===== config.mk =====
export PLATFORM = sky130hd
export DESIGN_NAME = uart_fifo_buffer_controller_flat
export DESIGN_NICKNAME = d
export VERILOG_FILES = /design/src/rtl/core/uft_pkg.sv /design/src/rtl/core/uft_in_if.sv /design/src/rtl/core/uft_out_if.sv /design/src/rtl/core/uart_fifo_buffer_controller.sv /design/src/rtl/core/uft_rx_ring.sv /design/src/rtl/core/uft_tx_ring.sv /design/src/flat_wrapper.sv
export SDC_FILE = /design/constraint.sdc
export NUM_CORES = 2
export LEC_CHECK = 0
export BUFFER_PORTS_ARGS = -buffer_cell sky130_fd_sc_hd__buf_4
export CAP_MARGIN = 15
export CORE_UTILIZATION = 40
export DETAILED_ROUTE_END_ITERATION = 10
export PLACE_DENSITY = 0.57
export SYNTH_ARGS = -nofsm -noshare
export SYNTH_HDL_FRONTEND = slang
export SYNTH_HIERARCHICAL = 1
export SYNTH_SLANG_ARGS = --single-unit
export TNS_END_PERCENT = 10

===== constraint.sdc =====
create_clock -name clk -period 5.2 [get_ports clk]
set_input_delay 1.04 -clock clk [delete_from_list [all_inputs] [get_ports clk]]
set_output_delay 1.04 -clock clk [all_outputs]
set_load 0.005 [all_outputs]

===== src/rtl/core/uft_pkg.sv =====
// shared types and constants for the uart ring buffer controller
`default_nettype none

package uft_pkg;

  // ring depths and derived widths
  localparam int RX_DEPTH = 256;
  localparam int TX_DEPTH = 256;
  localparam int RX_AW    = $clog2(RX_DEPTH);
  localparam int TX_AW    = $clog2(TX_DEPTH);
  localparam int RX_CW    = $clog2(RX_DEPTH + 1);
  localparam int TX_CW    = $clog2(TX_DEPTH + 1);

  // fixed payload widths
  localparam int CMD_W   = 3;
  localparam int BYTE_W  = 8;
  localparam int LEVEL_W = 9;

  // event codes
  typedef enum logic [CMD_W-1:0] {
    CMD_RX_BYTE    = 3'd0,
    CMD_TX_EMPTY   = 3'd1,
    CMD_TX_DONE    = 3'd2,
    CMD_HOST_WRITE = 3'd3,
    CMD_HOST_READ  = 3'd4
  } cmd_t;

  // per-cycle ring access request
  typedef struct packed {
    logic push;
    logic pop;
  } ring_ctl_t;

  // result flags held between memory read and output register
  typedef struct packed {
    logic tx_valid;
    logic rd_valid;
    logic accepted;
    logic notify;
    logic done;
  } res_flags_t;

endpackage

`default_nettype wire


===== src/rtl/core/uft_in_if.sv =====
// input channel: one event with its data byte
`default_nettype none

interface uft_in_if;
  logic                          valid;
  logic                          ready;
  logic [uft_pkg::CMD_W-1:0]     command;
  logic [uft_pkg::BYTE_W-1:0]    data_byte;

  modport source (output valid, output command, output data_byte, input ready);
  modport sink   (input valid, input command, input data_byte, output ready);
endinterface

`default_nettype wire


===== src/rtl/core/uft_out_if.sv =====
// output channel: one result item per event
`default_nettype none

interface uft_out_if;
  logic                          valid;
  logic                          ready;
  logic                          tx_valid;
  logic [uft_pkg::BYTE_W-1:0]    tx_byte;
  logic                          rd_valid;
  logic [uft_pkg::BYTE_W-1:0]    rd_byte;
  logic                          write_accepted;
  logic                          rx_notify;
  logic                          tx_done;
  logic                          sending;
  logic [uft_pkg::LEVEL_W-1:0]   rx_level;
  logic [uft_pkg::LEVEL_W-1:0]   tx_level;

  modport source (
    output valid, output tx_valid, output tx_byte, output rd_valid, output rd_byte,
    output write_accepted, output rx_notify, output tx_done, output sending,
    output rx_level, output tx_level, input ready
  );
  modport sink (
    input valid, input tx_valid, input tx_byte, input rd_valid, input rd_byte,
    input write_accepted, input rx_notify, input tx_done, input sending,
    input rx_level, input tx_level, output ready
  );
endinterface

`default_nettype wire


===== src/rtl/core/uart_fifo_buffer_controller.sv =====
// top level: event decode, interrupt-enable flags and result staging
//
// Sits between a UART and a host and holds a receive ring and a transmit ring.
// in_ch carries one event per item: byte received, transmit data empty,
// transmit complete, host write or host read, with a data byte for the
// received-byte and host-write events. out_ch returns exactly one result per
// event: the byte handed to the transmitter, the byte popped for the host,
// the write acceptance, the receive notify and transmit done pulses, the
// sending flag and both ring levels as they stand after that event.
// One event is accepted per clock while out_ch keeps up. Its result passes
// through the registered ring memory read, staged with its flags, then the
// output register. Pointers, counts and flags update at the accept edge,
// so an event can read a slot written by the event just before it.
// When out_ch stalls, the output register and the one staged result fill
// and in_ch.ready drops until out_ch takes an item.
// Synchronous reset clears pointers, counts, enable flags and the sending
// flag at once; the ring memories are not cleared and need no sweep, so an
// event is accepted in the first cycle after reset.
`default_nettype none

module uart_fifo_buffer_controller (
  input  wire logic  clk,
  input  wire logic  rst,
  uft_in_if.sink     in_ch,
  uft_out_if.source  out_ch
);

  logic                          in_accept;
  uft_pkg::cmd_t                 cmd;
  uft_pkg::ring_ctl_t            rx_ctl;
  uft_pkg::ring_ctl_t            tx_ctl;
  logic [uft_pkg::BYTE_W-1:0]    rx_rd_data;
  logic [uft_pkg::BYTE_W-1:0]    tx_rd_data;
  logic [uft_pkg::RX_CW-1:0]     rx_count;
  logic [uft_pkg::TX_CW-1:0]     tx_count;
  logic                          tx_empty;
  logic                          tx_full;
  logic                          rx_empty;

  logic                          txe_en;
  logic                          txe_en_next;
  logic                          tc_en;
  logic                          tc_en_next;
  logic                          sending_flag;
  logic                          sending_flag_next;
  uft_pkg::res_flags_t           flags_next;

  logic                          p_valid;
  uft_pkg::res_flags_t           p_flags;
  logic                          out_valid;
  logic                          out_load;

  assign cmd      = uft_pkg::cmd_t'(in_ch.command);
  assign tx_empty = (tx_count == '0);
  assign tx_full  = (tx_count == uft_pkg::TX_CW'(uft_pkg::TX_DEPTH));
  assign rx_empty = (rx_count == '0);

  // handshake: staged result moves on when the output register is free
  assign out_load    = p_valid && (!out_valid || out_ch.ready);
  assign in_ch.ready = !p_valid || out_load;
  assign in_accept   = in_ch.valid && in_ch.ready;

  // rings
  uft_rx_ring u_rx_ring (
    .clk     (clk),
    .rst     (rst),
    .ctl     (rx_ctl),
    .wr_data (in_ch.data_byte),
    .rd_data (rx_rd_data),
    .count   (rx_count)
  );

  uft_tx_ring u_tx_ring (
    .clk     (clk),
    .rst     (rst),
    .ctl     (tx_ctl),
    .wr_data (in_ch.data_byte),
    .rd_data (tx_rd_data),
    .count   (tx_count)
  );

  // event decode: ring requests, flag updates and result flags
  always_comb begin
    rx_ctl            = '0;
    tx_ctl            = '0;
    flags_next        = '0;
    txe_en_next       = txe_en;
    tc_en_next        = tc_en;
    sending_flag_next = sending_flag;
    if (in_accept) begin
      unique case (cmd)
        uft_pkg::CMD_RX_BYTE: begin
          rx_ctl.push       = 1'b1;
          flags_next.notify = 1'b1;
        end
        uft_pkg::CMD_TX_EMPTY: begin
          if (txe_en) begin
            if (tx_empty) begin
              txe_en_next = 1'b0;
              tc_en_next  = 1'b1;
            end else begin
              sending_flag_next   = 1'b1;
              tx_ctl.pop          = 1'b1;
              flags_next.tx_valid = 1'b1;
            end
          end
        end
        uft_pkg::CMD_TX_DONE: begin
          if (tc_en) begin
            if (tx_empty) begin
              tc_en_next        = 1'b0;
              flags_next.done   = 1'b1;
              sending_flag_next = 1'b0;
            end else begin
              tx_ctl.pop          = 1'b1;
              flags_next.tx_valid = 1'b1;
            end
          end
        end
        uft_pkg::CMD_HOST_WRITE: begin
          txe_en_next = 1'b1;
          if (!tx_full) begin
            tx_ctl.push         = 1'b1;
            flags_next.accepted = 1'b1;
          end
        end
        uft_pkg::CMD_HOST_READ: begin
          if (!rx_empty) begin
            rx_ctl.pop          = 1'b1;
            flags_next.rd_valid = 1'b1;
          end
        end
        default: begin
        end
      endcase
    end
  end

  // control flags
  always_ff @(posedge clk) begin
    if (rst) begin
      txe_en       <= 1'b0;
      tc_en        <= 1'b0;
      sending_flag <= 1'b0;
    end else begin
      txe_en       <= txe_en_next;
      tc_en        <= tc_en_next;
      sending_flag <= sending_flag_next;
    end
  end

  // staged result while the memory read completes
  always_ff @(posedge clk) begin
    if (rst) begin
      p_valid <= 1'b0;
    end else if (in_accept) begin
      p_valid <= 1'b1;
    end else if (out_load) begin
      p_valid <= 1'b0;
    end
  end

  always_ff @(posedge clk) begin
    if (in_accept) begin
      p_flags <= flags_next;
    end
  end

  // output register; staged item is the latest accepted, so state is current
  always_ff @(posedge clk) begin
    if (rst) begin
      out_valid <= 1'b0;
    end else if (out_load) begin
      out_valid <= 1'b1;
    end else if (out_ch.ready) begin
      out_valid <= 1'b0;
    end
  end

  always_ff @(posedge clk) begin
    if (out_load) begin
      out_ch.tx_valid       <= p_flags.tx_valid;
      out_ch.tx_byte        <= p_flags.tx_valid ? tx_rd_data : '0;
      out_ch.rd_valid       <= p_flags.rd_valid;
      out_ch.rd_byte        <= p_flags.rd_valid ? rx_rd_data : '0;
      out_ch.write_accepted <= p_flags.accepted;
      out_ch.rx_notify      <= p_flags.notify;
      out_ch.tx_done        <= p_flags.done;
      out_ch.sending        <= sending_flag;
      out_ch.rx_level       <= uft_pkg::LEVEL_W'(rx_count);
      out_ch.tx_level       <= uft_pkg::LEVEL_W'(tx_count);
    end
  end

  assign out_ch.valid = out_valid;

  // counts never pass the ring depths
  assert property (@(posedge clk) disable iff (rst)
    rx_count <= uft_pkg::RX_CW'(uft_pkg::RX_DEPTH) &&
    tx_count <= uft_pkg::TX_CW'(uft_pkg::TX_DEPTH))
    else $error("ring count above depth");

  // a single event never pops both rings, nor pushes both
  assert property (@(posedge clk) disable iff (rst)
    !(rx_ctl.pop && tx_ctl.pop) && !(rx_ctl.push && tx_ctl.push))
    else $error("both rings accessed by one event");

  // a done pulse always leaves the sending flag clear
  assert property (@(posedge clk) disable iff (rst)
    out_valid && out_ch.tx_done |-> !out_ch.sending)
    else $error("done reported while still sending");

  // a staged result that cannot move blocks the input
  assert property (@(posedge clk) disable iff (rst)
    p_valid && out_valid && !out_ch.ready |=> p_valid && $stable(p_flags))
    else $error("staged result lost under stall");

  // the sending flag only rises on a data-empty event with bytes queued
  assert property (@(posedge clk) disable iff (rst)
    $rose(sending_flag) |-> $past(tx_ctl.pop))
    else $error("sending set without a transmit pop");

endmodule

`default_nettype wire


===== src/rtl/core/uft_rx_ring.sv =====
// receive ring: byte memory, pointers and saturating fill count
`default_nettype none

module uft_rx_ring (
  input  wire logic                          clk,
  input  wire logic                          rst,
  input  wire uft_pkg::ring_ctl_t            ctl,
  input  wire logic [uft_pkg::BYTE_W-1:0]    wr_data,
  output logic [uft_pkg::BYTE_W-1:0]         rd_data,
  output logic [uft_pkg::RX_CW-1:0]          count
);

  logic [uft_pkg::BYTE_W-1:0] mem [uft_pkg::RX_DEPTH];
  logic [uft_pkg::RX_AW-1:0]  wr_ptr;
  logic [uft_pkg::RX_AW-1:0]  rd_ptr;
  logic [uft_pkg::RX_AW-1:0]  wr_ptr_inc;
  logic [uft_pkg::RX_AW-1:0]  rd_ptr_inc;
  logic                       full;

  // wrapping pointer increments
  assign wr_ptr_inc = (wr_ptr == uft_pkg::RX_AW'(uft_pkg::RX_DEPTH - 1)) ? '0 : wr_ptr + 1'b1;
  assign rd_ptr_inc = (rd_ptr == uft_pkg::RX_AW'(uft_pkg::RX_DEPTH - 1)) ? '0 : rd_ptr + 1'b1;
  assign full       = (count == uft_pkg::RX_CW'(uft_pkg::RX_DEPTH));

  // byte memory, registered read
  always_ff @(posedge clk) begin
    if (ctl.push) begin
      mem[wr_ptr] <= wr_data;
    end
    if (ctl.pop) begin
      rd_data <= mem[rd_ptr];
    end
  end

  // pointers and count; overflow overwrites the oldest slot
  always_ff @(posedge clk) begin
    if (rst) begin
      wr_ptr <= '0;
      rd_ptr <= '0;
      count  <= '0;
    end else begin
      if (ctl.push) begin
        wr_ptr <= wr_ptr_inc;
        if (!full) begin
          count <= count + 1'b1;
        end
      end else if (ctl.pop) begin
        rd_ptr <= rd_ptr_inc;
        count  <= count - 1'b1;
      end
    end
  end

endmodule

`default_nettype wire


===== src/rtl/core/uft_tx_ring.sv =====
// transmit ring: byte memory, pointers and fill count
`default_nettype none

module uft_tx_ring (
  input  wire logic                          clk,
  input  wire logic                          rst,
  input  wire uft_pkg::ring_ctl_t            ctl,
  input  wire logic [uft_pkg::BYTE_W-1:0]    wr_data,
  output logic [uft_pkg::BYTE_W-1:0]         rd_data,
  output logic [uft_pkg::TX_CW-1:0]          count
);

  logic [uft_pkg::BYTE_W-1:0] mem [uft_pkg::TX_DEPTH];
  logic [uft_pkg::TX_AW-1:0]  wr_ptr;
  logic [uft_pkg::TX_AW-1:0]  rd_ptr;
  logic [uft_pkg::TX_AW-1:0]  wr_ptr_inc;
  logic [uft_pkg::TX_AW-1:0]  rd_ptr_inc;

  // wrapping pointer increments
  assign wr_ptr_inc = (wr_ptr == uft_pkg::TX_AW'(uft_pkg::TX_DEPTH - 1)) ? '0 : wr_ptr + 1'b1;
  assign rd_ptr_inc = (rd_ptr == uft_pkg::TX_AW'(uft_pkg::TX_DEPTH - 1)) ? '0 : rd_ptr + 1'b1;

  // byte memory, registered read
  always_ff @(posedge clk) begin
    if (ctl.push) begin
      mem[wr_ptr] <= wr_data;
    end
    if (ctl.pop) begin
      rd_data <= mem[rd_ptr];
    end
  end

  // pointers and count; the controller only pushes when there is room
  always_ff @(posedge clk) begin
    if (rst) begin
      wr_ptr <= '0;
      rd_ptr <= '0;
      count  <= '0;
    end else begin
      if (ctl.push) begin
        wr_ptr <= wr_ptr_inc;
        count  <= count + 1'b1;
      end else if (ctl.pop) begin
        rd_ptr <= rd_ptr_inc;
        count  <= count - 1'b1;
      end
    end
  end

endmodule

`default_nettype wire


===== src/flat_wrapper.sv =====
// flat-port wrapper written by rule: the top's interface ports become plain ports
module uart_fifo_buffer_controller_flat 
  (clk, rst, in_ch_valid, in_ch_command, in_ch_data_byte, in_ch_ready, out_ch_valid, out_ch_tx_valid, out_ch_tx_byte, out_ch_rd_valid, out_ch_rd_byte, out_ch_write_accepted, out_ch_rx_notify, out_ch_tx_done, out_ch_sending, out_ch_rx_level, out_ch_tx_level, out_ch_ready);
  uft_in_if in_ch_i ();
  uft_out_if out_ch_i ();
  input  wire logic clk;
  input  wire logic rst;
  input wire logic [$bits(in_ch_i.valid)-1:0] in_ch_valid;
  input wire logic [$bits(in_ch_i.command)-1:0] in_ch_command;
  input wire logic [$bits(in_ch_i.data_byte)-1:0] in_ch_data_byte;
  output wire logic [$bits(in_ch_i.ready)-1:0] in_ch_ready;
  output wire logic [$bits(out_ch_i.valid)-1:0] out_ch_valid;
  output wire logic [$bits(out_ch_i.tx_valid)-1:0] out_ch_tx_valid;
  output wire logic [$bits(out_ch_i.tx_byte)-1:0] out_ch_tx_byte;
  output wire logic [$bits(out_ch_i.rd_valid)-1:0] out_ch_rd_valid;
  output wire logic [$bits(out_ch_i.rd_byte)-1:0] out_ch_rd_byte;
  output wire logic [$bits(out_ch_i.write_accepted)-1:0] out_ch_write_accepted;
  output wire logic [$bits(out_ch_i.rx_notify)-1:0] out_ch_rx_notify;
  output wire logic [$bits(out_ch_i.tx_done)-1:0] out_ch_tx_done;
  output wire logic [$bits(out_ch_i.sending)-1:0] out_ch_sending;
  output wire logic [$bits(out_ch_i.rx_level)-1:0] out_ch_rx_level;
  output wire logic [$bits(out_ch_i.tx_level)-1:0] out_ch_tx_level;
  input wire logic [$bits(out_ch_i.ready)-1:0] out_ch_ready;
  assign in_ch_i.valid = in_ch_valid;
  assign in_ch_i.command = in_ch_command;
  assign in_ch_i.data_byte = in_ch_data_byte;
  assign in_ch_ready = in_ch_i.ready;
  assign out_ch_valid = out_ch_i.valid;
  assign out_ch_tx_valid = out_ch_i.tx_valid;
  assign out_ch_tx_byte = out_ch_i.tx_byte;
  assign out_ch_rd_valid = out_ch_i.rd_valid;
  assign out_ch_rd_byte = out_ch_i.rd_byte;
  assign out_ch_write_accepted = out_ch_i.write_accepted;
  assign out_ch_rx_notify = out_ch_i.rx_notify;
  assign out_ch_tx_done = out_ch_i.tx_done;
  assign out_ch_sending = out_ch_i.sending;
  assign out_ch_rx_level = out_ch_i.rx_level;
  assign out_ch_tx_level = out_ch_i.tx_level;
  assign out_ch_i.ready = out_ch_ready;
  uart_fifo_buffer_controller u_core (.clk(clk), .rst(rst), .in_ch(in_ch_i), .out_ch(out_ch_i));
endmodule

==> impl_metrics.json <==
{
  "synthCells": 8153,
  "synth_area_mm2": 0.164,
  "wl_per_cell_um": 32.4,
  "cts-resized-gates": 0,
  "antenna_found_initial": 31,
  "cts_max_path_buffers": 4,
  "final_cell_mix": "edfxtp_1, mux4_2, nor2_1",
  "pwr-share-clk": 0.432,
  "dp_hpwl_um": 284000,
  "first_pass_iters": 8,
  "critPathLaunchType": "flop",
  "port_buffers": 56,
  "final_area_mm2": 0.185,
  "routabilityCongestion": 0.861,
  "grt_first_pass_wirelength_um": 649000,
  "ys.flop_type": "edfxtp_1",
  "yosys_warnings": 6,
  "routed_wl_um": 461000,
  "crit_path_max_incr_delay_ns": 0.87,
  "postCtsSetupBuffers": 0,
  "setup_violations": 0,
  "outcome": "completed",
  "crit_fanout": 30,
  "htreeDepth": 5,
  "hold_violations": 0,
  "p_sw_w": 0.0136,
  "clock_skew_ns": 0.0529,
  "drtIter0Drc": 10590,
  "power_leakage_nw": 55.1,
  "syn_nets": 8194,
  "muxShareOfSynthArea": 0.142,
  "vias": 84963,
  "core-area_mm2": 0.407,
  "synthAdderAreaFrac": 0.00207,
  "crit_slowest_cell": "dfxtp_4",
  "post_dp_cell_area_mm2": 0.172,
  "area_growth_pct": 12.8,
  "critPathCaptureType": "flop",
  "timing.final.crit_share": 0.904,
  "synth_edf_count": 4157,
  "die_y_um": 642,
  "p_seq_frac": 0.550,
  "rows": 234,
  "crit_chain": "buf_4, and2_4, buf_12, a22oi_1, a21oi_1, a221o_1, a31oi_1, a311oi_1",
  "required_ns": 5.85,
  "pwr-share-comb": 0.018,
  "clock_latency_ns": 0.99,
  "powerDensity_mw_per_mm2": 367,
  "cts_buffers": 403,
  "synth_top_family_by_area": "multiplexers",
  "synth-compound-area-share": 0.0376,
  "period_needed_ns": 4.70,
  "tns_ns": 0,
  "synthArstFlopShare": 0,
  "io_pins": 57,
  "clockRootBuffer": "clkbuf_16",
  "die_w_um": 642,
  "path_clk_slew_ns": 0.06,
  "final_common_cell": "edfxtp_1",
  "ant_nets": 0,
  "synthSimpleGateAreaFrac": 0.0319,
  "power.internal_w": 0.0543,
  "worst_ep_arrival_time_ns": 5.36,
  "ys_ff_latch": 4212,
  "cts_tree": "yes",
  "synth_xor_area_frac": 0.00144,
  "drive_gt1_frac": 0.218,
  "ys_types": 84,
  "total_power_w": 0.0679,
  "finalMaxSlewViolations": 0,
  "hold_class": "primary input to flop",
  "ir_drop_mv": 0.268,
  "cts.sinks": 4212,
  "fin_nets": 8473,
  "grt_pass1_vias": 84512,
  "worst_pin_slew_ns": 1.41,
  "synth.avg_cell_area_um2": 20.1,
  "maxCapViolCount": 0,
  "cts_hold_buffers": 0,
  "vias_per_cell": 5.98,
  "grt_start_max_net_pins": 135,
  "fmax_ghz": 0.213,
  "grt_overflow_total": 0,
  "whs_ns": 0.309,
  "grt_setup_unrepaired": "false",
  "critPathKind": "flop to flop",
  "p_sw_frac": 0.200,
  "dieArea_mm2": 0.413,
  "initial_core_util": 0.403,
  "max_slew_margin": 0.0596,
  "drc": 0,
  "grt_usage": 0.219,
  "yosysSeqAreaShare": 0.768
}
power groups by stage:
stage	registers (W)	logic [W]	clock network, W
2_1_floorplan	0.0381	0.000427	0
3_3_place_gp	0.0381	0.00124	0
3_5_place_dp	0.0381	0.00128	0
4_1_cts	0.0373	0.00127	0.0298
5_1_grt	0.0373	0.00134	0.0310
6_report	0.0373	0.00125	0.0293
synth_stat cells (59+ instances only):
| master | n | area (um^2) |
|---|---|---|
| o22ai_1 | 95 | 594 |
| mux2i_1 | 357 | 3570 |
| buf_2 | 136 | 681 |
| nand3_1 | 82 | 410 |
| clkbuf_1 | 215 | 807 |
| a221oi_1 | 78 | 683 |
| a22oi_1 | 160 | 1200 |
| a21oi_1 | 197 | 986 |
| nor2_1 | 628 | 2360 |
| edfxtp_1 | 4157 | 125000 |
| o21ai_0 | 111 | 556 |
| nand2_1 | 251 | 942 |
| mux4_2 | 848 | 19100 |
| buf_6 | 59 | 664 |
area by class of cell:
cell class | count | area [um^2]
inverter | 26 | 98.8
multi-input combinational | 3422 | 35400
sequential | 4212 | 126000
tap | 5428 | 6790
clock buffer | 497 | 10800
antenna | 11 | 27.5
timing repair buffer | 367 | 3740
fill | 34018 | 222000
clock inverter | 242 | 2300
routing by layer:
layer	track usage	share of wire	vias to the layer above
met4	0.0646	0.031	12
met1	0.312	0.41	45516
met5	0	0.00019	-
li1	-	-	34299
met3	0.0506	0.10	715
met2	0.337	0.46	4421
kinds of logic after synthesis:
| group | count (synthesis) |
|---|---|
| multiplexers | 1262 |
| AND/OR/NAND/NOR | 1204 |
| AO/OA/AOI/OAI | 903 |
| XOR/XNOR | 27 |
| flip-flops | 4212 |
| buffers and inverters | 519 |
| adder cells (fa/ha/maj) | 26 |
registers in the layout (all words and copies together), names as in the netlist, 9 cells and up:
name                    flops
u_core/out_ch.rx_level      9
u_core/out_ch.tx_level      9
u_core/u_rx_ring/count      9
u_core/u_rx_ring/mem     2048
u_core/u_tx_ring/count      9
u_core/u_tx_ring/mem     2048
final timing paths:
check,startpoint,endpoint,slack [ns],cells after the start
hold reg to reg,u_core/p_flags[1],u_core/out_ch.rx_notify,0.42,0
setup reg to reg,u_core/u_tx_ring/rd_ptr[2],u_core/u_tx_ring/rd_data[2],0.50,8
hold / removal,in_ch_valid,u_core/p_valid,0.31,3
setup / recovery,u_core/u_tx_ring/rd_ptr[2],u_core/u_tx_ring/rd_data[2],0.50,8
per-stage QoR:
| step | util | instances | setup slack (ns) |
|---|---|---|---|
| 5_1_grt | 0.455 | 14198 | 0.444 |
| 4_1_cts | 0.454 | 14192 | 0.754 |
| 6_report | 0.455 | 14205 | 0.497 |
| 3_3_place_gp | 0.422 | 13449 | 0.747 |
| 2_1_floorplan | - | 8153 | 0.681 |
| 3_5_place_dp | 0.422 | 13453 | 0.756 |
critical path: cells and delay by family (launching register included):
kind	cells	cell delay [ns]
AO/OA/AOI/OAI	5	2.12
buffers and inverters	2	0.69
flip-flops	1	0.87
AND/OR/NAND/NOR	1	0.65
(Power assumes the default switching activity.)
